`src/design/assert_macros.svh`:
```
// Assertion helpers shared by the rotator RTL.
// Every user module clocks on clk_i and resets on the active-low rst_ni.
`ifndef ASSERT_MACROS_SVH
`define ASSERT_MACROS_SVH

// Checked only while the block is out of reset.
`define ASSERT_RST(lbl, prop, msg) \
  lbl: assert property (@(posedge clk_i) disable iff (!rst_ni) (prop)) else $error(msg);

// Checked on every edge, reset included.
`define ASSERT_ON(lbl, prop, msg) \
  lbl: assert property (@(posedge clk_i) (prop)) else $error(msg);

`endif

```
`src/design/qtr_divider.sv`:
```
`default_nettype none

`include "assert_macros.svh"

// Restoring divider, one quotient bit per cycle.
module qtr_divider #(
  parameter int NUM_W = 17,
  parameter int DEN_W = 9
) (
  input  wire logic             clk_i,
  input  wire logic             rst_ni,
  input  wire logic             start_i,
  input  wire logic [NUM_W-1:0] num_i,
  input  wire logic [DEN_W-1:0] den_i,
  output logic                  done_o,
  output logic      [NUM_W-1:0] quo_o,
  output logic      [DEN_W-1:0] rem_o
);

  localparam int CNT_W = $clog2(NUM_W + 1);

  logic             busy_q;
  logic             done_q;
  logic [CNT_W-1:0] cnt_q;
  logic [NUM_W-1:0] quo_q, quo_d;
  logic [DEN_W-1:0] rem_q, rem_d;
  logic [DEN_W-1:0] den_q;
  logic [DEN_W:0]   shifted;
  logic [DEN_W:0]   diff;
  logic             ge;

  always_comb begin
    shifted = {rem_q, quo_q[NUM_W-1]};
    diff    = shifted - {1'b0, den_q};
    ge      = shifted >= {1'b0, den_q};
    rem_d   = ge ? diff[DEN_W-1:0] : shifted[DEN_W-1:0];
    quo_d   = {quo_q[NUM_W-2:0], ge};
  end

  always_ff @(posedge clk_i or negedge rst_ni) begin
    if (!rst_ni) begin
      busy_q <= 1'b0;
      done_q <= 1'b0;
      cnt_q  <= '0;
    end else begin
      done_q <= 1'b0;
      if (start_i) begin
        busy_q <= 1'b1;
        cnt_q  <= CNT_W'(NUM_W);
      end else if (busy_q) begin
        cnt_q <= cnt_q - CNT_W'(1);
        if (cnt_q == CNT_W'(1)) begin
          busy_q <= 1'b0;
          done_q <= 1'b1;
        end
      end
    end
  end

  always_ff @(posedge clk_i) begin
    if (start_i) begin
      rem_q <= '0;
      quo_q <= num_i;
      den_q <= den_i;
    end else if (busy_q) begin
      rem_q <= rem_d;
      quo_q <= quo_d;
    end
  end

  assign done_o = done_q;
  assign quo_o  = quo_q;
  assign rem_o  = rem_q;

  `ASSERT_RST(a_rem_below_den, done_q |-> (rem_q < den_q), "divider remainder not reduced")
  `ASSERT_RST(a_done_after_busy, done_q |-> $past(busy_q), "divider done without a run")

endmodule

`default_nettype wire

```
`config.mk`:
```
export PLATFORM = sky130hd
export DESIGN_NAME = qtr_divider
export DESIGN_NICKNAME = d
export VERILOG_FILES = /design/src/design/qtr_divider.sv
export VERILOG_INCLUDE_DIRS = /design/src /design/src/design
export SDC_FILE = /design/constraint.sdc
export NUM_CORES = 1
export LEC_CHECK = 0
export CORE_MARGIN = 2
export CORE_UTILIZATION = 35
export CTS_BUF_LIST = sky130_fd_sc_hd__clkbuf_8
export CTS_CLUSTER_SIZE = 14
export DETAILED_ROUTE_END_ITERATION = 10
export DONT_BUFFER_PORTS = 1
export GPL_TIMING_DRIVEN = 0
export PLACE_DENSITY_LB_ADDON = 0.2
export SKIP_LAST_GASP = 1
export SYNTH_ARGS = -nofsm -noshare
export SYNTH_HDL_FRONTEND = slang
export SYNTH_SLANG_ARGS = --single-unit
```
`constraint.sdc`:
```
create_clock -name clk_i -period 3.99 [get_ports clk_i]
set_input_delay 0 -clock clk_i [delete_from_list [all_inputs] [get_ports clk_i]]
set_output_delay 0 -clock clk_i [all_outputs]
set_load 0.01 [all_outputs]
```
### After elaboration in Yosys (flattened, before gate mapping)

Index checks and enable logic that the tools add are counted.

* register bits after elaboration: 42
* input bits: 29
* logic and storage cells: 22

* add/subtract/negate cells: 2
* reduce and logical (&&, ||, !) cells: 1
* eq/ne operators: 1
* mux-type cells: 11
* $lt $le $gt $ge: 1

Operator list (count)
* two-way mux 17 bit: 2
* >= comparator 10 x 9 -> 1 bit: 1
* two-way mux 5 bit: 2
* two-way mux 9 bit: 1
* subtractor 9 bit: 1
* two-way mux 1 bit: 6
* == test 5 x 1 -> 1 bit, second input constant: 1
* subtractor 5 x 1 -> 5 bit, second input constant: 1
* nonzero test 2 bit: 1

### Logic depth before layout (Yosys ltp)

* depth after elaboration: 4
* gate-level depth with buffers: 9
* gate-level depth less buffers: 9

### Worst setup path before layout

No wires, ideal clock.

* path kind: reg-to-reg
* from: register quo_q[16], in the netlist quo_o[16]
* to: register quo_q[0], in the netlist quo_o[0] (data pin)
* data arrival time: 2072 ps
* slack: 1658 ps
* library setup time: 260 ps
* clock period less this slack: 2332 ps
* cell stages (with the launch flop): 9
* cell sequence: edfxtp_1 > inv_1 > ha_1 > inv_1 > fa_1 > a211oi_2 > o31a_1 > o211ai_4 > mux2_2

* word-level cells in the longest chain between the ends: 3

Ends and longest elaborated chain
* start, declared: RTL line qtr_divider.sv:25 `logic [NUM_W-1:0] quo_q, quo_d;`
* start signal, assigned: RTL line qtr_divider.sv:63 `quo_q <= num_i;`
* start signal, assigned: RTL line qtr_divider.sv:67 `quo_q <= quo_d;`
* >= comparator 10 x 9 -> 1 bit: RTL line qtr_divider.sv:35 `ge = shifted >= {1'b0, den_q};`
* two-way mux 17 bit: RTL line qtr_divider.sv:65 `end else if (busy_q) begin`
* two-way mux 17 bit: RTL line qtr_divider.sv:61 `if (start_i) begin`

Every way passes these cells. The select of a mux whose other input is x is not followed.
A chain may end at the register's enable or synchronous reset.

### Final worst setup path

Ends and elaborated chain as after synthesis.

==> metrics <==
num rows=29; Layout Cells excl Fill=approximately 300; period utilisation layout=65.6%; # H-tree levels=2; vias in the first global route=1567; drt first-iter violations=49; Cell Int Power=approximately 950 µW; Post-synth EDFFs=26; crit-path leading delay family=compound AO/OA/AOI/OAI gates; global-route wire length before repair=7640 µm; hpwl dp=3260 µm; Layout Utilization=42.9%; Die Ht=~84 µm; Comb pwr share=a little over a third; Wirelength per Cell=15.5 µm; CTS tree=done; Least-Margin Pin Slew=0.555 ns; Worst setup SP type=register; DRT Pass-1 Iters=4; Port Buffers=0; ys async rst share=16.7%; die area=approximately 7000 µm²; Nets=around 260; share of post-route cells with drive strength above 1=15.5%; outcome=completed; synthesized cell area=2220 µm²; largest net degree at the start of global routing=18; Setup crit end kind=register; Final Hold Viols=0; Overflow after GRT=0; FILL cells=600; initial antenna violation count=0; Slew Viols, Final=0; most frequent cells in the layout=dlygate4sd3_1, edfxtp_1, mux2_2, inv_1, nor2_1; clock sink count=42; IO Count=56; most common cell after layout, fill and taps aside=dlygate4sd3_1; Clock power frac=between 10% and 20%; Syn Nets=approximately 220; Crit path buffers/inverters=2; Reg area=roughly 1100 µm²; Clk Latency, worst-skew pair=about 0.29 ns; switching pwr=roughly 550 µW; Die Width=83.6 µm; total number of vias=roughly 1500; initial core utilization=between 30% and 40%; Clk Tree Root Cell=clkbuf_8; Synth Warn #=0; Flop pwr share=47.2%; Multi-input gate area=1000 µm²; GRT Total Usage=13.9%; FF+latch count, synth=42; max_cap viols=0; Via density=5.10; drt total wl=between 4000 and 5000 µm; maximum buffer depth of the clock tree=2; unrepaired setup endpoints after global routing=no; setup bufs post-CTS=0; CP max FO=8; n_diodes=0; Final ANT Viol Nets=0; sequential-to-total area share from yosys stat=51.2%; Cell Chain, Critical Path=inv_1, ha_1, inv_1, fa_1, a211oi_2, o31a_1, o211ai_4, mux2_2; Max VDD drop=0.298 mV; Core ar.=6240 µm²; crit path kind=reg2reg; Tmin final=2.62 ns; Fmax=382 MHz; CTS Buf Count=5; distinct cell type count after synthesis=44; ys flop type=edfxtp_1; Critical Path Max Stage Delay=about 0.49 ns; hold crit path type=in2async; Pleak=1.05 nW; Cell Pwr Density=561 nW/µm²; Final setup viols=0; CP max stage cell=edfxtp_1; DR DRC count=0; most used cell, CP=inv_1; mean post-synth cell area=12.1 µm²; placed cell count=260; Worst Hold Slack=0.0339 ns; Reg clk slew, reported paths=0.08 ns; GPL Wtd Cong=0.790; Overall Power=1.50 mW; Max transition margin=63.0%; Worst Skew=between 0.007 and 0.008 ns; Area growth, synth to finish=20.6%; sw frac=roughly 37%; Critical Path AT=roughly 2.7 ns; Syn Inst Count=183; Setup TNS=0 ns; WP data required=4.04 ns
-- sequential cells by signal (all words and copies together) (netlist names) --
name    count
rem_o       9
busy_q      1
done_o      1
quo_o      17
cnt_q       5
den_q       9
-- timing repair --
action	4_1_cts	5_1_grt
hold buffers	28	0
resized for setup	0	0
setup endpoints to repair	0	0
hold endpoints to repair	42	0
-- worst register-to-register path, stage by stage (launching register included) --
cell and delay (ns):
edfxtp_1 0.49, inv_1 0.10, ha_1 0.16, inv_1 0.05
fa_1 0.41, a211oi_2 0.34, o31a_1 0.33, o211ai_4 0.18
mux2_2 0.31
-- metrics by stage --
stage	worst slack (ns)	cell area [µm²]
global route	1.23	2680
global placement	1.40	2320
finish	1.37	2680
detailed placement	1.37	2320
floorplan	1.66	2220
CTS	1.36	2680
-- power by group through the flow --
stage / combinational (mW) / clock [mW] / sequential, mW
6_report: 0.538 / 0.257 / 0.709
5_1_grt: 0.606 / 0.293 / 0.725
4_1_cts: 0.541 / 0.274 / 0.712
3_5_place_dp: 0.512 / 0 / 0.722
3_3_place_gp: 0.500 / 0 / 0.717
2_1_floorplan: 0.429 / 0 / 0.686
-- per-layer routing --
metal / GRT usage [%] / routed length (µm)
met4: 4.25 / 64
met5: 0 / 0
met2: 24.4 / 2300
met3: 3.36 / 162
met1: 16.7 / 2040
-- path summary, 6_finish.rpt --
| check | from | endpoint | slack (ns) | cells past startpoint |
|---|---|---|---|---|
| hold reg to reg | cnt_q[4] | cnt_q[4] | 0.53 | 2 |
| setup / recovery | quo_o[16] | quo_o[0] | 1.37 | 8 |
| max in group asynchronous | rst_ni | cnt_q[0] | 3.72 | 1 |
| min in group clk_i | start_i | quo_o[0] | 0.25 | 2 |
| hold / removal | rst_ni | cnt_q[2] | 0.03 | 1 |
| setup reg to reg | quo_o[16] | quo_o[0] | 1.37 | 8 |
-- kinds of logic after synthesis --
| logic type | count (synthesis) | synth area share, % |
|---|---|---|
| AOI/OAI and AO/OA | 31 | 11.6 |
| xor gates and xnor gates | 8 | 3.16 |
| adders and majority gates | 12 | 7.10 |
| buffers and inverters | 21 | 3.55 |
| DFF | 42 | 51.2 |
| muxes | 24 | 11.8 |
| and+or+nand+nor | 45 | 11.6 |
-- Yosys cell counts, drive strengths merged (2+ instances only) --
master   n  area, µm²
a211oi   7       62.6
a21o     2       15.0
a21oi    6       30.0
a311oi   4       41.3
clkbuf   7       26.3
dfrtp    7        175
dfxtp    9        180
edfxtp  26        781
ha      11        138
inv     14       52.6
mux2    18        203
mux2i    6       60.1
nand2    7       28.8
nand2b   5       31.3
nand3    3       15.0
nand4b   2       32.5
nor2    14       52.6
nor3     4       20.0
nor3b    2       15.0
o211ai   3       36.3
o31ai    2       15.0
xnor2    4       35.0
xor2     4       35.0
-- cell type report --
class / instances / share of cell area, %
Multi-Input combinational cell: 120 / 37.5
Sequential cell: 42 / 42.4
Clock buffer: 5 / 2.57
Tap cell: 77 / 3.60
Inverter: 14 / 1.96
Buffer: 7 / 0.981
Clock inverter: 3 / 0.467
Timing Repair Buffer: 28 / 10.5
Power figures use the tool's default switching activity.
