`config.mk`:
```
export PLATFORM = sky130hd
export DESIGN_NAME = qtr_cfg_regs
export DESIGN_NICKNAME = d
export VERILOG_FILES = /design/src/design/assert_macros.svh /design/src/design/qtr_pkg.sv /design/src/design/qtr_cfg_regs.sv
export SDC_FILE = /design/constraint.sdc
export NUM_CORES = 1
export LEC_CHECK = 0
export ABC_CLOCK_PERIOD_IN_PS = 6100
export BUFFER_PORTS_ARGS = -buffer_cell sky130_fd_sc_hd__buf_4
export CORE_MARGIN = 3
export CORE_UTILIZATION = 54
export DETAILED_ROUTE_END_ITERATION = 8
export PLACE_DENSITY = 0.86
export SLEW_MARGIN = 25
export SYNTH_ARGS = -nofsm -noshare
export SYNTH_HDL_FRONTEND = slang
export SYNTH_SLANG_ARGS = --single-unit
```
`constraint.sdc`:
```
create_clock -name clk_i -period 6.1 [get_ports clk_i]
set_clock_uncertainty 0.2 [all_clocks]
set_input_delay 0.61 -clock clk_i [delete_from_list [all_inputs] [get_ports clk_i]]
set_output_delay 0.61 -clock clk_i [all_outputs]
set_load 0.02 [all_outputs]
```
`src/design/assert_macros.svh`:
```
// Assertion helpers shared by the rotator RTL.
// Every user module clocks on clk_i and resets on the active-low rst_ni.
`ifndef ASSERT_MACROS_SVH
`define ASSERT_MACROS_SVH

// Checked only while the block is out of reset.
`define ASSERT_RST(lbl, prop, msg) \
  lbl: assert property (@(posedge clk_i) disable iff (!rst_ni) (prop)) else $error(msg);

// Checked on every edge, reset included.
`define ASSERT_ON(lbl, prop, msg) \
  lbl: assert property (@(posedge clk_i) (prop)) else $error(msg);

`endif

```
`src/design/qtr_pkg.sv`:
```
`default_nettype none

package qtr_pkg;

  localparam int DIM_W      = 9;
  localparam int SEL_W      = 8;
  localparam int TURN_W     = 2;
  localparam int PIX_W      = 24;
  localparam int STATUS_W   = 2;
  localparam int APB_ADDR_W = 5;
  localparam int APB_DATA_W = 32;
  localparam int REG_IDX_W  = 3;

  localparam logic [REG_IDX_W-1:0] REG_FRAME_WIDTH   = 3'd0;
  localparam logic [REG_IDX_W-1:0] REG_FRAME_HEIGHT  = 3'd1;
  localparam logic [REG_IDX_W-1:0] REG_SEL_LEFT      = 3'd2;
  localparam logic [REG_IDX_W-1:0] REG_SEL_TOP       = 3'd3;
  localparam logic [REG_IDX_W-1:0] REG_SEL_RIGHT     = 3'd4;
  localparam logic [REG_IDX_W-1:0] REG_SEL_BOTTOM    = 3'd5;
  localparam logic [REG_IDX_W-1:0] REG_QUARTER_TURNS = 3'd6;

  localparam logic ACTION_LOAD = 1'b0;
  localparam logic ACTION_READ = 1'b1;

  localparam logic [STATUS_W-1:0] STATUS_OK         = 2'd0;
  localparam logic [STATUS_W-1:0] STATUS_SEL_BAD    = 2'd1;
  localparam logic [STATUS_W-1:0] STATUS_NOT_LOADED = 2'd2;

  localparam logic [TURN_W-1:0] TURN_NONE = 2'd0;
  localparam logic [TURN_W-1:0] TURN_CW90 = 2'd1;
  localparam logic [TURN_W-1:0] TURN_HALF = 2'd2;
  localparam logic [TURN_W-1:0] TURN_CCW90 = 2'd3;

  typedef struct packed {
    logic             action;
    logic [PIX_W-1:0] pixel_in;
  } in_item_t;

  typedef struct packed {
    logic [PIX_W-1:0]    pixel_out;
    logic                out_last;
    logic [STATUS_W-1:0] status;
  } out_item_t;

  // Live configuration with the derived selection checks.
  typedef struct packed {
    logic [DIM_W-1:0]  width;
    logic [DIM_W-1:0]  height;
    logic [SEL_W-1:0]  sel_left;
    logic [SEL_W-1:0]  sel_top;
    logic [DIM_W-1:0]  sel_right;
    logic [DIM_W-1:0]  sel_bottom;
    logic [TURN_W-1:0] turns;
    logic              full;
    logic              sel_bad;
    logic [DIM_W-1:0]  res_width;
    logic [DIM_W-1:0]  sel_size;
  } cfg_t;

  function automatic logic [DIM_W-1:0] clamp_dim(input logic [DIM_W-1:0] v,
                                                 input int unsigned max_dim);
    logic [DIM_W-1:0] r;
    r = v;
    if (v == '0) begin
      r = DIM_W'(1);
    end else if (32'(v) > max_dim) begin
      r = DIM_W'(max_dim);
    end
    return r;
  endfunction

endpackage

`default_nettype wire

```
`src/design/qtr_cfg_regs.sv`:
```
`default_nettype none

module qtr_cfg_regs #(
  parameter int MAX_DIM = 256,
  parameter int TOT_W   = 17
) (
  input  wire logic                             clk_i,
  input  wire logic                             rst_ni,
  input  wire logic                             psel_i,
  input  wire logic                             penable_i,
  input  wire logic                             pwrite_i,
  input  wire logic [qtr_pkg::APB_ADDR_W-1:0]   paddr_i,
  input  wire logic [qtr_pkg::APB_DATA_W-1:0]   pwdata_i,
  output logic      [qtr_pkg::APB_DATA_W-1:0]   prdata_o,
  output logic                                  pready_o,
  output qtr_pkg::cfg_t                         cfg_o,
  output logic      [TOT_W-1:0]                 total_o,
  output logic                                  wr_o
);

  localparam logic [qtr_pkg::DIM_W-1:0] RAW_RST = qtr_pkg::DIM_W'(256);
  localparam logic [qtr_pkg::DIM_W-1:0] DIM_RST = qtr_pkg::clamp_dim(RAW_RST, MAX_DIM);
  localparam int TOT_RST = int'(DIM_RST) * int'(DIM_RST);

  logic [qtr_pkg::DIM_W-1:0]     fw_q, fh_q;
  logic [qtr_pkg::DIM_W-1:0]     w_q, h_q;
  logic [TOT_W-1:0]              total_q;
  logic [qtr_pkg::SEL_W-1:0]     sel_left_q, sel_top_q;
  logic [qtr_pkg::DIM_W-1:0]     sel_right_q, sel_bottom_q;
  logic [qtr_pkg::TURN_W-1:0]    turns_q;

  logic [qtr_pkg::REG_IDX_W-1:0] idx;
  logic                          wr_en;
  logic [qtr_pkg::DIM_W-1:0]     new_dim;
  logic [2*qtr_pkg::DIM_W-1:0]   prod_w, prod_h;
  logic [qtr_pkg::DIM_W-1:0]     n_cols, n_rows;
  logic                          full;

  assign idx      = paddr_i[qtr_pkg::APB_ADDR_W-1:2];
  assign wr_en    = psel_i && penable_i && pwrite_i;
  assign pready_o = 1'b1;
  assign wr_o     = wr_en;

  // The frame size product is kept up to date at each size write.
  always_comb begin
    new_dim = qtr_pkg::clamp_dim(pwdata_i[qtr_pkg::DIM_W-1:0], MAX_DIM);
    prod_w  = new_dim * h_q;
    prod_h  = w_q * new_dim;
  end

  always_ff @(posedge clk_i or negedge rst_ni) begin
    if (!rst_ni) begin
      fw_q         <= RAW_RST;
      fh_q         <= RAW_RST;
      w_q          <= DIM_RST;
      h_q          <= DIM_RST;
      total_q      <= TOT_W'(TOT_RST);
      sel_left_q   <= '0;
      sel_top_q    <= '0;
      sel_right_q  <= RAW_RST;
      sel_bottom_q <= RAW_RST;
      turns_q      <= qtr_pkg::TURN_NONE;
    end else if (wr_en) begin
      unique case (idx)
        qtr_pkg::REG_FRAME_WIDTH: begin
          fw_q    <= pwdata_i[qtr_pkg::DIM_W-1:0];
          w_q     <= new_dim;
          total_q <= TOT_W'(prod_w);
        end
        qtr_pkg::REG_FRAME_HEIGHT: begin
          fh_q    <= pwdata_i[qtr_pkg::DIM_W-1:0];
          h_q     <= new_dim;
          total_q <= TOT_W'(prod_h);
        end
        qtr_pkg::REG_SEL_LEFT:      sel_left_q   <= pwdata_i[qtr_pkg::SEL_W-1:0];
        qtr_pkg::REG_SEL_TOP:       sel_top_q    <= pwdata_i[qtr_pkg::SEL_W-1:0];
        qtr_pkg::REG_SEL_RIGHT:     sel_right_q  <= pwdata_i[qtr_pkg::DIM_W-1:0];
        qtr_pkg::REG_SEL_BOTTOM:    sel_bottom_q <= pwdata_i[qtr_pkg::DIM_W-1:0];
        qtr_pkg::REG_QUARTER_TURNS: turns_q      <= pwdata_i[qtr_pkg::TURN_W-1:0];
        default: begin
        end
      endcase
    end
  end

  always_comb begin
    unique case (idx)
      qtr_pkg::REG_FRAME_WIDTH:   prdata_o = qtr_pkg::APB_DATA_W'(fw_q);
      qtr_pkg::REG_FRAME_HEIGHT:  prdata_o = qtr_pkg::APB_DATA_W'(fh_q);
      qtr_pkg::REG_SEL_LEFT:      prdata_o = qtr_pkg::APB_DATA_W'(sel_left_q);
      qtr_pkg::REG_SEL_TOP:       prdata_o = qtr_pkg::APB_DATA_W'(sel_top_q);
      qtr_pkg::REG_SEL_RIGHT:     prdata_o = qtr_pkg::APB_DATA_W'(sel_right_q);
      qtr_pkg::REG_SEL_BOTTOM:    prdata_o = qtr_pkg::APB_DATA_W'(sel_bottom_q);
      qtr_pkg::REG_QUARTER_TURNS: prdata_o = qtr_pkg::APB_DATA_W'(turns_q);
      default:                    prdata_o = '0;
    endcase
  end

  // A selection that is not the whole frame must be a non-empty square inside it.
  always_comb begin
    full   = (sel_left_q == '0) && (sel_top_q == '0) &&
             (sel_right_q == w_q) && (sel_bottom_q == h_q);
    n_cols = sel_right_q - {1'b0, sel_left_q};
    n_rows = sel_bottom_q - {1'b0, sel_top_q};

    cfg_o.width      = w_q;
    cfg_o.height     = h_q;
    cfg_o.sel_left   = sel_left_q;
    cfg_o.sel_top    = sel_top_q;
    cfg_o.sel_right  = sel_right_q;
    cfg_o.sel_bottom = sel_bottom_q;
    cfg_o.turns      = turns_q;
    cfg_o.full       = full;
    cfg_o.sel_bad    = !full && ((sel_right_q <= {1'b0, sel_left_q}) ||
                                 (sel_bottom_q <= {1'b0, sel_top_q}) ||
                                 (sel_right_q > w_q) || (sel_bottom_q > h_q) ||
                                 (n_cols != n_rows));
    cfg_o.res_width  = (full && turns_q[0]) ? h_q : w_q;
    cfg_o.sel_size   = n_cols;
  end

  assign total_o = total_q;

endmodule

`default_nettype wire

```
[After elaboration in Yosys (flattened, before gate mapping)]
Index checks and enable logic that the tools add are counted.
Word-level totals
  register bits after elaboration: 89
  input port bits: 42
Cells by class
  add/subtract/negate cells: 2
  $mul: 2
  order comparisons: 5
  eq/ne operators: 9
  mux-type cells: 5
  reduce and logical (&&, ||, !) cells: 25
Operators by type and width (number)
  9-bit one-hot mux with 7 select lines: 1
  9-bit by 9-bit multiplier with 17-bit output: 2
  17-bit one-hot mux with 2 select lines: 1
  9-bit two-way mux: 3
  9-bit == test: 2
  9-bit > comparator: 2
  9-bit by 8-bit less-or-equal comparator with 1-bit output: 2
  9-bit by 8-bit subtractor with 9-bit output: 2
  8-bit logical NOT: 2
  2-bit AND reduction: 8
  3-bit == test, second input constant: 3
  9-bit > comparator, second input constant: 1
  9-bit logical NOT: 1
  9-bit != test: 1
  1-bit logical AND: 7
  3-bit by 2-bit == test with 1-bit output, second input constant: 2
  1-bit logical OR: 4
  3-bit by 1-bit == test with 1-bit output, second input constant: 1
  3-bit logical NOT: 1
  2-bit nonzero test: 1
  1-bit logical NOT: 1

[Depth between registers and ports, before layout]
Gate-level depths: netlist of the first run.
  word-level depth: 6
  depth in mapped cells: 23

[Worst setup path before layout of the first run]
No wires, ideal clock.
  path kind: input -> register
  from: in pwdata_i[8] (netlist bit)
  to: reg total_q[16] (netlist: total_o[16])
  library setup time: 98 ps
  arrival time: 5352 ps
  data required time: 5802 ps
  path slack: 450 ps
  cell stages on the path: 18
  buffers on the path: 3
  cells stage by stage: clkbuf_1 clkbuf_1 clkbuf_1 nand2_1 fa_1 fa_1 inv_1 fa_1 inv_1 fa_1 inv_1 ha_1 or3_1 or3_1 a311oi_1 o31ai_1 xnor2_1 a221oi_1
Between the ends
  longest elaborated chain between the ends: 5
RTL lines
  start, declared: line qtr_cfg_regs.sv:13  | input wire logic [qtr_pkg::APB_DATA_W-1:0] pwdata_i,
  9-bit > comparator: line qtr_pkg.sv:66  | end else if (32'(v) > max_dim) begin
  9-bit two-way mux: line qtr_pkg.sv:66
  9-bit two-way mux *: line qtr_pkg.sv:64  | if (v == '0) begin
  9-bit by 9-bit multiplier with 17-bit output, on equally long branches: line qtr_cfg_regs.sv:48, qtr_cfg_regs.sv:47
  17-bit one-hot mux with 2 select lines *: line qtr_cfg_regs.sv:64  | unique case (idx)
  end signal, assigned: line qtr_cfg_regs.sv:57  | total_q <= TOT_W'(TOT_RST);
  end signal, assigned: line qtr_cfg_regs.sv:68  | total_q <= TOT_W'(prod_w);
  end signal, assigned: line qtr_cfg_regs.sv:73  | total_q <= TOT_W'(prod_h);
  end, declared: line qtr_cfg_regs.sv:27  | logic [TOT_W-1:0] total_q;
Every way passes the cells marked *; elsewhere a longest branch is shown, timed or not.
A chain may end at the register's enable or synchronous reset.

[Final worst setup path of the first run]
  from: in pwdata_i[5] (netlist bit)
  to: reg total_q[16] (netlist: total_o[16])
Same word-level chain as after synthesis.

==> impl_metrics.csv, run 1 <==
group,metric,value,unit
floorplanning,num_rows,50,
drt,drt_iter0_drc,969,
clock_network,cts-root-buf,"clkbuf_16",
global_routing,grt_usage,29.0,%
sta,finalSetupViolations,0,
cells_and_area,area_growth,13.3,%
floorplanning,start_util,56.0,%
sta,slew_viol_final,0,
cells_and_area,layout-drive-gt1-share,15.5,%
power_and_ir_drop,max-vdd-ir-drop,0.221,mV
floorplanning,dieArea,0.0215,mm2
setup_path,ff2ff_path_depth,16,
floorplanning,die_x,147,um
status,status,"finished clean",
clock_network,htree_levels,3,
setup_path,end_kind,"register",
setup_path,worstReg2RegStart,"h_q[1]",
power_and_ir_drop,clockPowerShare,13.3,%
sta,tns,0,ns
drt,viasPerCell,5.94,
sta,relSlewSlack,41.6,%
sta,finalCritPeriodShare,93.3,%
setup_path,worstPathCellList,"buf_4 > nor4_1 > a21oi_1 > nor2_1 > buf_4 > nand2_1 > fa_1 > inv_1 > fa_1 > inv_1 > fa_1 > fa_1 > inv_1 > ha_1 > o31ai_1 > a21oi_1 > a211oi_1 > a21oi_1 > xnor2_1 > a221oi_1",
cells_and_area,antenna_cells,0,
cells_and_area,finish.instance_area,0.0121,mm2
logic_synthesis,ys_types,63,
sta,fmax,176,MHz
power_and_ir_drop,p_leak,0.00623,uW
min_path,hold_path.class,"register to register",
setup_path,crit_end,"total_o[16]",
clock_network,cts.sinks,89,
placed_design,dpl.hpwl,23.6,mm
clock_network,cts_max_path_buffers,2,
setup_path,cp.depth,20,
logic_synthesis,syn_avg_cell_area,8.49,um2
floorplanning,die_h,147,um
floorplanning,core_area,0.0191,mm2
drt,drtPass1Iterations,6,
setup_path,ff2ff_setup_slack,0.78,ns
placed_design,postPlaceCellArea,0.0118,mm2
global_routing,antenna_found_initial,0,
setup_path,crit_type,"primary input to register",
global_routing,grt_pass1_vias,9690,
logic_synthesis,seq_area_frac_synth,20.9,%
floorplanning,io_pins,167,
logic_synthesis,yosys_warnings,0,
clock_network,clk_pin_slew,0.07,ns
setup_path,crit_path_start_kind,"primary input",
clock_network,clk_latency,0.36,ns
power_and_ir_drop,sw_frac_of_total,48.7,%
setup_path,slowest_stage,"fa_1",
cells_and_area,postLayoutCoreUtil,63.4,%
power_and_ir_drop,p_per_area,365,mW/mm2
drt,wire_per_inst,19.4,um
drt,ant_nets,0,
setup_path,cp_common_cell,"fa_1",
setup_path,crit_fanout,12,
run,max-cap-violations,0,
drt,drc,0,
sta,tightest_slew,0.874,ns
global_routing,grt_max_degree,69,
clock_network,numCtsBuffers,9,
setup_path,crit_arrival,5.75,ns
drt,finalWirelength,31.4,mm
power_and_ir_drop,p_int,2270,uW
logic_synthesis,async_flop_share,100,%
logic_synthesis,synth_cells,1258,
logic_synthesis,synthFlopType,"dfrtp_1",
power_and_ir_drop,p_seq_share,21.8,%
setup_path,cp-startpoint,"pwdata_i[5]",
setup_path,worst-path-buf-inv,5,
placed_design,io_buffers,117,
placed_design,gp_congestion,0.990,
setup_path,path_delay_family,"adder cells",
power_and_ir_drop,combinationalPowerShare,64.9,%
logic_synthesis,netlist_area,0.0107,mm2
global_routing,overflow,0,
setup_path,r2r-end,"total_o[16]",
drt,via_count,9599,
clock_network,cts_tree,"done",
power_and_ir_drop,p_sw,2150,uW
logic_synthesis,synth_edf_count,0,
cells_and_area,fin_nets,1600,
setup_path,cp.required,6.15,ns
setup_path,slowest_delay,0.56,ns
sta,rsz0062_at_grt,"no",
sta,post-route-min-period,5.69,ns
logic_synthesis,synth-seq-cells,89,
global_routing,grt_pass1_wl,49.6,mm
sta,hold_viol,0,
## how the worst min path moves through the flow
stage / startpoint / endpoint / cells after the start
floorplan: rst_ni / fh_q[0] / 0
global placement: fw_q[8] / fw_q[8] / 2
detailed placement: fh_q[7] / fh_q[7] / 2
CTS: fw_q[8] / fw_q[8] / 2
global route: fw_q[8] / fw_q[8] / 2
finish: fw_q[8] / fw_q[8] / 2
## synthesized netlist by cell type (4+ instances only)
| library cell | count | share of area, % |
|---|---|---|
| or3_1 | 4 | 0.23 |
| nor2b_1 | 19 | 1.1 |
| and3_1 | 4 | 0.23 |
| nand4_1 | 4 | 0.23 |
| o2111ai_1 | 4 | 0.33 |
| o31ai_1 | 4 | 0.28 |
| a31oi_1 | 5 | 0.29 |
| nor3_1 | 22 | 1.0 |
| nand2b_1 | 8 | 0.47 |
| a211oi_1 | 7 | 0.49 |
| nand3_1 | 10 | 0.47 |
| o21a_1 | 7 | 0.49 |
| and4_1 | 4 | 0.33 |
| buf_4 | 25 | 1.8 |
| o22ai_1 | 4 | 0.23 |
| nor4_1 | 7 | 0.41 |
| xor2_1 | 9 | 0.74 |
| dfstp_2 | 7 | 1.7 |
| mux2i_1 | 12 | 1.1 |
| ha_1 | 106 | 12 |
| fa_1 | 100 | 19 |
| or2_2 | 6 | 0.35 |
| buf_1 | 5 | 0.18 |
| nand2_1 | 219 | 7.7 |
| a21o_1 | 9 | 0.63 |
| a21oi_1 | 31 | 1.5 |
| clkbuf_1 | 52 | 1.8 |
| dfrtp_1 | 82 | 19 |
| a32oi_1 | 4 | 0.33 |
| inv_1 | 181 | 6.4 |
| a22oi_1 | 10 | 0.70 |
| xnor2_1 | 29 | 2.4 |
| mux2_2 | 28 | 3.0 |
| and2_1 | 74 | 4.3 |
| o21ai_0 | 70 | 3.3 |
| nor2_1 | 40 | 1.4 |
## cells in the final DEF, fill, tap and decap left out, types with 9 or more instances in the layout
master,synthesis,layout
ha_1,106,106
conb_1,2,24
mux2i_1,12,12
nor3_1,22,21
fa_1,100,100
and2_1,74,74
nand3_1,10,10
buf_4,25,142
inv_1,181,181
nor2_1,40,38
xor2_1,9,9
o21ai_0,70,70
dfrtp_1,82,82
clkbuf_16,0,9
mux2_2,28,28
xnor2_1,29,29
nand2_1,219,219
a21o_1,9,9
a22oi_1,10,10
nor2b_1,19,19
a21oi_1,31,31
## area by class of cell
cell class | instances | area (um2)
Clock buffer | 10 | 239
Clock inverter | 6 | 71.3
Fill cell | 1561 | 6980
Inverter | 181 | 679
Multi-Input combinational cell | 927 | 7460
Sequential cell | 89 | 2240
Tap cell | 260 | 325
Timing Repair Buffer | 144 | 1100
## cells by family (layout without fill, tap and decap cells)
kind of cell | count (synthesis) | count (layout) | synth area share, %
and+or+nand+nor | 431 | 431 | 19.1
muxes | 41 | 41 | 4.29
AOI/OAI and AO/OA | 187 | 187 | 11.2
DFF | 89 | 89 | 20.9
xor gates and xnor gates | 38 | 38 | 3.11
adders and majority gates | 206 | 206 | 31.1
buffers and inverters | 264 | 341 | 10.2
other | 2 | 24 | 0.0703
## repair_timing
action | in CTS | in global routing
gates resized for setup | 0 | 1
endpoints found under the hold margin | 19 | 0
endpoints found under the setup margin | 0 | 1
buffers inserted | 0 | 0
hold buffers | 1 | 0
## state kept, by name (all words and copies together) (netlist names), 9 cells and up
name / flops
fw_q: 9
w_q: 9
h_q: 9
sel_bottom_q: 9
sel_right_q: 9
total_o: 17
fh_q: 9
## worst register-to-register path, stage by stage (launching register included)
cell and delay [ns]:
dfrtp_1 0.63, nand2_1 0.16, fa_1 0.54, fa_1 0.53, inv_1 0.06, fa_1 0.53, inv_1 0.05, fa_1 0.47
inv_1 0.04, ha_1 0.32, o21ai_0 0.10, a21oi_1 0.09, or3_1 0.42, a311oi_1 0.46, o31ai_1 0.17, xnor2_1 0.15
a221oi_1 0.31
## routing by layer
metal	routed length [um]	global-route usage (%)	share of wire [%]	vias to the layer above
met3	3420	5.68	11	137
met2	14600	47.4	47	622
li1	-	-	-	4207
met4	1440	12.2	4.6	0
met5	0	0	0	-
met1	11900	37.9	38	4633
## metrics by stage
step,power (uW),instances,hold slack (ns),setup slack (ns)
6_report,4420,1617,0.271,0.410
5_1_grt,4760,1617,0.287,0.107
4_1_cts,4370,1617,0.278,0.384
3_5_place_dp,3750,1600,0.262,-0.0328
3_3_place_gp,3650,1600,0.245,0.151
2_1_floorplan,2890,1280,0.114,0.450
## power groups by stage
stage,registers [uW],clock network [uW],logic [uW]
floorplan,987,0,1900
global placement,957,0,2690
detailed placement,960,0,2790
CTS,952,586,2830
global route,976,607,3180
finish,964,588,2870
(Power assumes the default switching activity.)
==> run 2, diff against run 1 <==
--- a/config.mk
+++ b/config.mk
@@ -6,11 +6,11 @@
 export NUM_CORES = 1
 export LEC_CHECK = 0
 export ABC_CLOCK_PERIOD_IN_PS = 6100
-export BUFFER_PORTS_ARGS = -buffer_cell sky130_fd_sc_hd__buf_4
 export CORE_MARGIN = 3
 export CORE_UTILIZATION = 54
 export DETAILED_ROUTE_END_ITERATION = 8
-export PLACE_DENSITY = 0.86
+export DONT_BUFFER_PORTS = 1
+export PLACE_DENSITY = 0.78
 export SLEW_MARGIN = 25
 export SYNTH_ARGS = -nofsm -noshare
 export SYNTH_HDL_FRONTEND = slang
==> impl_metrics.csv, run 2 (same netlist as run 1, synthesis figures left out) <==
group,metric,value,unit
global_routing,met1_usage,35.7,%
sta,finalSetupViolations,0,
drt,ant_nets,0,
clock_network,numCtsBuffers,9,
sta,finalCritPeriodShare,91.6,%
placed_design,dpl.hpwl,22.8,mm
global_routing,use_met3,8.54,%
clock_network,htree_levels,3,
setup_path,crit_fanout,8,
clock_network,postCtsSetupBuffers,0,
placed_design,post-place-ws,0.124,ns
sta,tightest_slew,1.01,ns
sta,slew_viol_final,0,
drt,drc,0,
cells_and_area,mostFrequentLayoutCells,"219 x nand2_1, 181 x inv_1, 106 x ha_1",
power_and_ir_drop,max-vdd-ir-drop,0.262,mV
clock_network,cts.sinks,89,
global_routing,grt_pass1_vias,8940,
sta,post-route-min-period,5.59,ns
global_routing,grt_pass1_wl,47.8,mm
floorplanning,core_area,0.0191,mm2
sta,hold_viol,0,
floorplanning,dieArea,0.0215,mm2
floorplanning,die_h,147,um
global_routing,busiest_layer,"met2",
floorplanning,io_pins,167,
drt,finalWirelength,30.0,mm
sta,fin_ws,0.511,ns
run,max-cap-violations,0,
drt,drtPass1Iterations,6,
power_and_ir_drop,p_leak,0.00566,uW
clock_network,cts_tree,"done",
setup_path,crit_type,"primary input to register",
setup_path,cp.required,6.14,ns
global_routing,use_met2,46.0,%
sta,fmax,179,MHz
clock_network,clk_pin_slew,0.07,ns
global_routing,overflow,0,
setup_path,slowest_stage,"o311ai_0",
cells_and_area,largest_reg_flops,17,
setup_path,end_kind,"register",
setup_path,slowest_delay,0.57,ns
power_and_ir_drop,p_per_area,363,mW/mm2
setup_path,crit_arrival,5.63,ns
sta,tns,0,ns
global_routing,grt_usage,28.1,%
cells_and_area,area_growth,5.15,%
clock_network,cts_max_path_buffers,2,
floorplanning,die_x,147,um
placed_design,gp_congestion,0.948,
drt,via_count,8818,
sta,relSlewSlack,33.0,%
clock_network,clk_latency,0.37,ns
setup_path,crit_path_start_kind,"primary input",
drt,viasPerCell,5.87,
placed_design,io_buffers,0,
cells_and_area,fin_nets,1485,
drt,drt_iter0_drc,685,
status,status,"finished clean",
cells_and_area,layout_commonest_cell,"nand2_1",
min_path,hold_path.class,"primary input to register",
setup_path,worstPathCellList,"nor4_1 > a21oi_1 > nor2_1 > buf_4 > nand2_1 > fa_1 > inv_1 > fa_1 > ha_1 > inv_1 > fa_1 > inv_1 > ha_1 > a21o_1 > a21oi_1 > o21bai_1 > o311ai_0 > a21oi_1 > xnor2_1 > a2111oi_0",
clock_network,cts_resized,0,
global_routing,grt_max_degree,90,
floorplanning,num_rows,50,
sta,rsz0062_at_grt,"no",
floorplanning,start_util,56.0,%
clock_network,cts-root-buf,"clkbuf_16",
drt,wire_per_inst,20.0,um
global_routing,antenna_found_initial,1,
clock_network,cts-hold-fix-buffers,2,
cells_and_area,layout-drive-gt1-share,7.49,%
## run 2: metal layers
metal	vias to the layer above	routed length, um
met5	-	0
met2	406	14000
met1	4347	11900
met3	81	3130
li1	3984	-
met4	0	1010
## run 2: final cells by class
class                      count  area, um2
multi-input combinational    927       7450
antenna                        1       2.50
tap                          260        325
clock inverter                 6       72.6
clock buffer                  10        229
sequential                    89       2240
inverter                     181        679
timing repair buffer          29        240
fill                        1709       7850
## run 2: metrics by stage
stage	util, %	area (um2)	hold WS [ns]	total power, uW	instances
after floorplan	-	10800	0.114	2890	1280
after global placement	57.1	10900	0.116	3350	1484
after detailed placement	57.1	10900	0.116	3430	1484
after CTS	58.9	11200	0.144	4070	1502
after global routing	58.9	11200	0.157	4410	1503
final	58.9	11200	0.149	4080	1503
## run 2: critical path: cells and delay by family
family / cells / cell delay [ns]
AOI/OAI and AO/OA: 7 / 1.88
xor gates and xnor gates: 1 / 0.18
adders and majority gates: 5 / 2.09
buffers and inverters: 4 / 0.34
and+or+nand+nor: 3 / 0.54
## run 2: final timing paths
path                            slack, ns  cells after the start           to         from
max in group asynchronous            4.64                      2       h_q[8]       rst_ni
worst min register to register       0.26                      2      fw_q[8]      fw_q[8]
worst min-delay path                 0.15                      2      fw_q[6]  pwdata_i[6]
worst max register to register       0.69                     16  total_o[16]       h_q[2]
min in group asynchronous            0.68                      2   total_o[0]       rst_ni
worst max-delay path                 0.51                     20  total_o[13]  pwdata_i[4]
## run 2: where the power goes
group	total (uW)	switching [uW]	leakage, uW	internal [uW]
Sequential	1110	379	0.00108	729
Clock	593	268	0.000150	325
Combinational	2380	1390	0.00444	997
==> run 3, diff against run 2 <==
--- a/config.mk
+++ b/config.mk
@@ -10,6 +10,7 @@
 export CORE_UTILIZATION = 54
 export DETAILED_ROUTE_END_ITERATION = 8
 export DONT_BUFFER_PORTS = 1
+export GPL_TIMING_DRIVEN = 0
 export PLACE_DENSITY = 0.78
 export SLEW_MARGIN = 25
 export SYNTH_ARGS = -nofsm -noshare
==> impl_metrics.csv, run 3 (same netlist as run 1, synthesis figures left out) <==
group,metric,value,unit
status,status,"finished clean",
drt,viasPerCell,5.90,
drt,ant_nets,0,
sta,fmax,170,MHz
floorplanning,start_util,56.0,%
setup_path,crit_arrival,5.93,ns
clock_network,cts-root-buf,"clkbuf_16",
setup_path,cp-startpoint,"pwdata_i[1]",
sta,tightest_slew,1.03,ns
global_routing,antenna_found_initial,0,
cells_and_area,area_growth,7.29,%
placed_design,dp_cells,1540,
global_routing,grt_max_degree,90,
placed_design,gp_congestion,0.971,
clock_network,cts.sinks,89,
floorplanning,dieArea,0.0215,mm2
cells_and_area,fin_cells,1558,
placed_design,post-place-ws,-1.01,ns
cells_and_area,largest_reg_flops,17,
placed_design,postPlaceCellArea,0.0111,mm2
power_and_ir_drop,p_per_area,361,mW/mm2
sta,finalCritPeriodShare,96.7,%
placed_design,io_buffers,0,
floorplanning,core_area,0.0191,mm2
cells_and_area,antenna_cells,0,
setup_path,cp.required,6.13,ns
clock_network,htree_levels,3,
drt,drc,0,
cells_and_area,fin_nets,1541,
run,max-cap-violations,0,
power_and_ir_drop,p_leak,0.00576,uW
setup_path,worstReg2RegStart,"h_q[0]",
placed_design,dpl.hpwl,24.9,mm
sta,fin_ws,0.202,ns
setup_path,crit_type,"primary input to register",
clock_network,cts_max_path_buffers,2,
drt,drt_iter0_drc,730,
clock_network,numCtsBuffers,9,
min_path,hold_path.class,"primary input to register",
drt,finalWirelength,32.7,mm
floorplanning,num_rows,50,
drt,drtPass1Iterations,7,
setup_path,ff2ff_setup_slack,0.30,ns
drt,via_count,9191,
clock_network,cts_tree,"done",
sta,relSlewSlack,30.4,%
cells_and_area,finish.instance_area,0.0115,mm2
cells_and_area,layout_commonest_cell,"nand2_1",
cells_and_area,layout-drive-gt1-share,8.24,%
sta,post-route-min-period,5.90,ns
setup_path,end_kind,"register",
setup_path,crit_fanout,10,
global_routing,overflow,0,
power_and_ir_drop,max-vdd-ir-drop,0.175,mV
floorplanning,die_h,147,um
min_path,hp-start,"pwdata_i[7]",
sta,slew_viol_final,0,
drt,wire_per_inst,21.0,um
sta,hold_viol,0,
global_routing,grt_pass1_vias,9380,
floorplanning,io_pins,167,
sta,finalSetupViolations,0,
cells_and_area,mostFrequentLayoutCells,"219 x nand2_1, 181 x inv_1, 106 x ha_1",
power_and_ir_drop,p_total,4140,uW
setup_path,crit_path_start_kind,"primary input",
clock_network,clk_pin_slew,0.08,ns
floorplanning,die_x,147,um
clock_network,clk_latency,0.36,ns
clock_network,postCtsSetupBuffers,0,
global_routing,grt_usage,30.6,%
global_routing,grt_pass1_wl,51.5,mm
cells_and_area,nFillCells,1668,
==> run 3: final cells by class <==
type	count	area (um2)	area share [%]
clock buffers	9	225	1.96
flip-flops and latches	89	2240	19.5
multi-input cells	927	7480	65.3
repair buffers	2	37.5	0.327
plain buffers	83	419	3.66
inverters	181	679	5.93
well taps	260	325	2.84
clock inverters	7	57.6	0.502
==> run 3: critical path, cell delays in order <==
cell and delay, ns:
clkbuf_2 0.26, nor3_2 0.32, a21oi_2 0.19, nor2_2 0.18
clkbuf_4 0.25, nand2_1 0.10, fa_1 0.56, inv_1 0.05
fa_1 0.44, ha_1 0.29, inv_1 0.05, fa_1 0.52
inv_1 0.05, ha_1 0.26, a21o_1 0.17, a21oi_1 0.26
o21bai_1 0.14, o311ai_2 0.39, a21oi_1 0.21, xnor2_1 0.17
a2111oi_0 0.43
==> run 3: per-layer routing <==
layer | track usage [%] | share of wire (%) | up-vias
met5 | 0 | 0 | -
met1 | 37.0 | 37 | 4468
met2 | 49.9 | 46 | 498
met4 | 13.9 | 4.6 | 0
li1 | - | - | 4098
met3 | 10.0 | 11 | 127
==> run 3: path summary, 6_finish.rpt <==
path,end,cells past startpoint
max,total_o[13],21
min,fw_q[7],2
max reg2reg,total_o[16],17
min reg2reg,fh_q[8],2
max in group asynchronous,w_q[8],2
min in group asynchronous,total_o[6],2
==> run 3: power by group <==
| part | internal, uW | leakage (uW) | total, uW | switching [uW] |
|---|---|---|---|---|
| Combinational | 1020 | 0.00454 | 2500 | 1480 |
| Sequential | 730 | 0.00108 | 1070 | 344 |
| Clock | 284 | 0.000140 | 563 | 279 |
==> run 3: what timing repair did <==
item | 4_1_cts | 5_1_grt
gates resized for setup | 7 | 15
endpoints found under the setup margin | 5 | 5
hold buffers | 2 | 0
hold endpoints to repair | 89 | 0
==> run 3: through the flow <==
stage               util (%)  hold slack (ns)  TNS [ns]
finish                  60.1            0.150         0
detailed placement      58.2            0.116     -4.61
CTS                     59.9            0.146         0
global route            60.1            0.150  -0.00164
floorplan                  -            0.114         0
global placement        58.1            0.117     -3.84
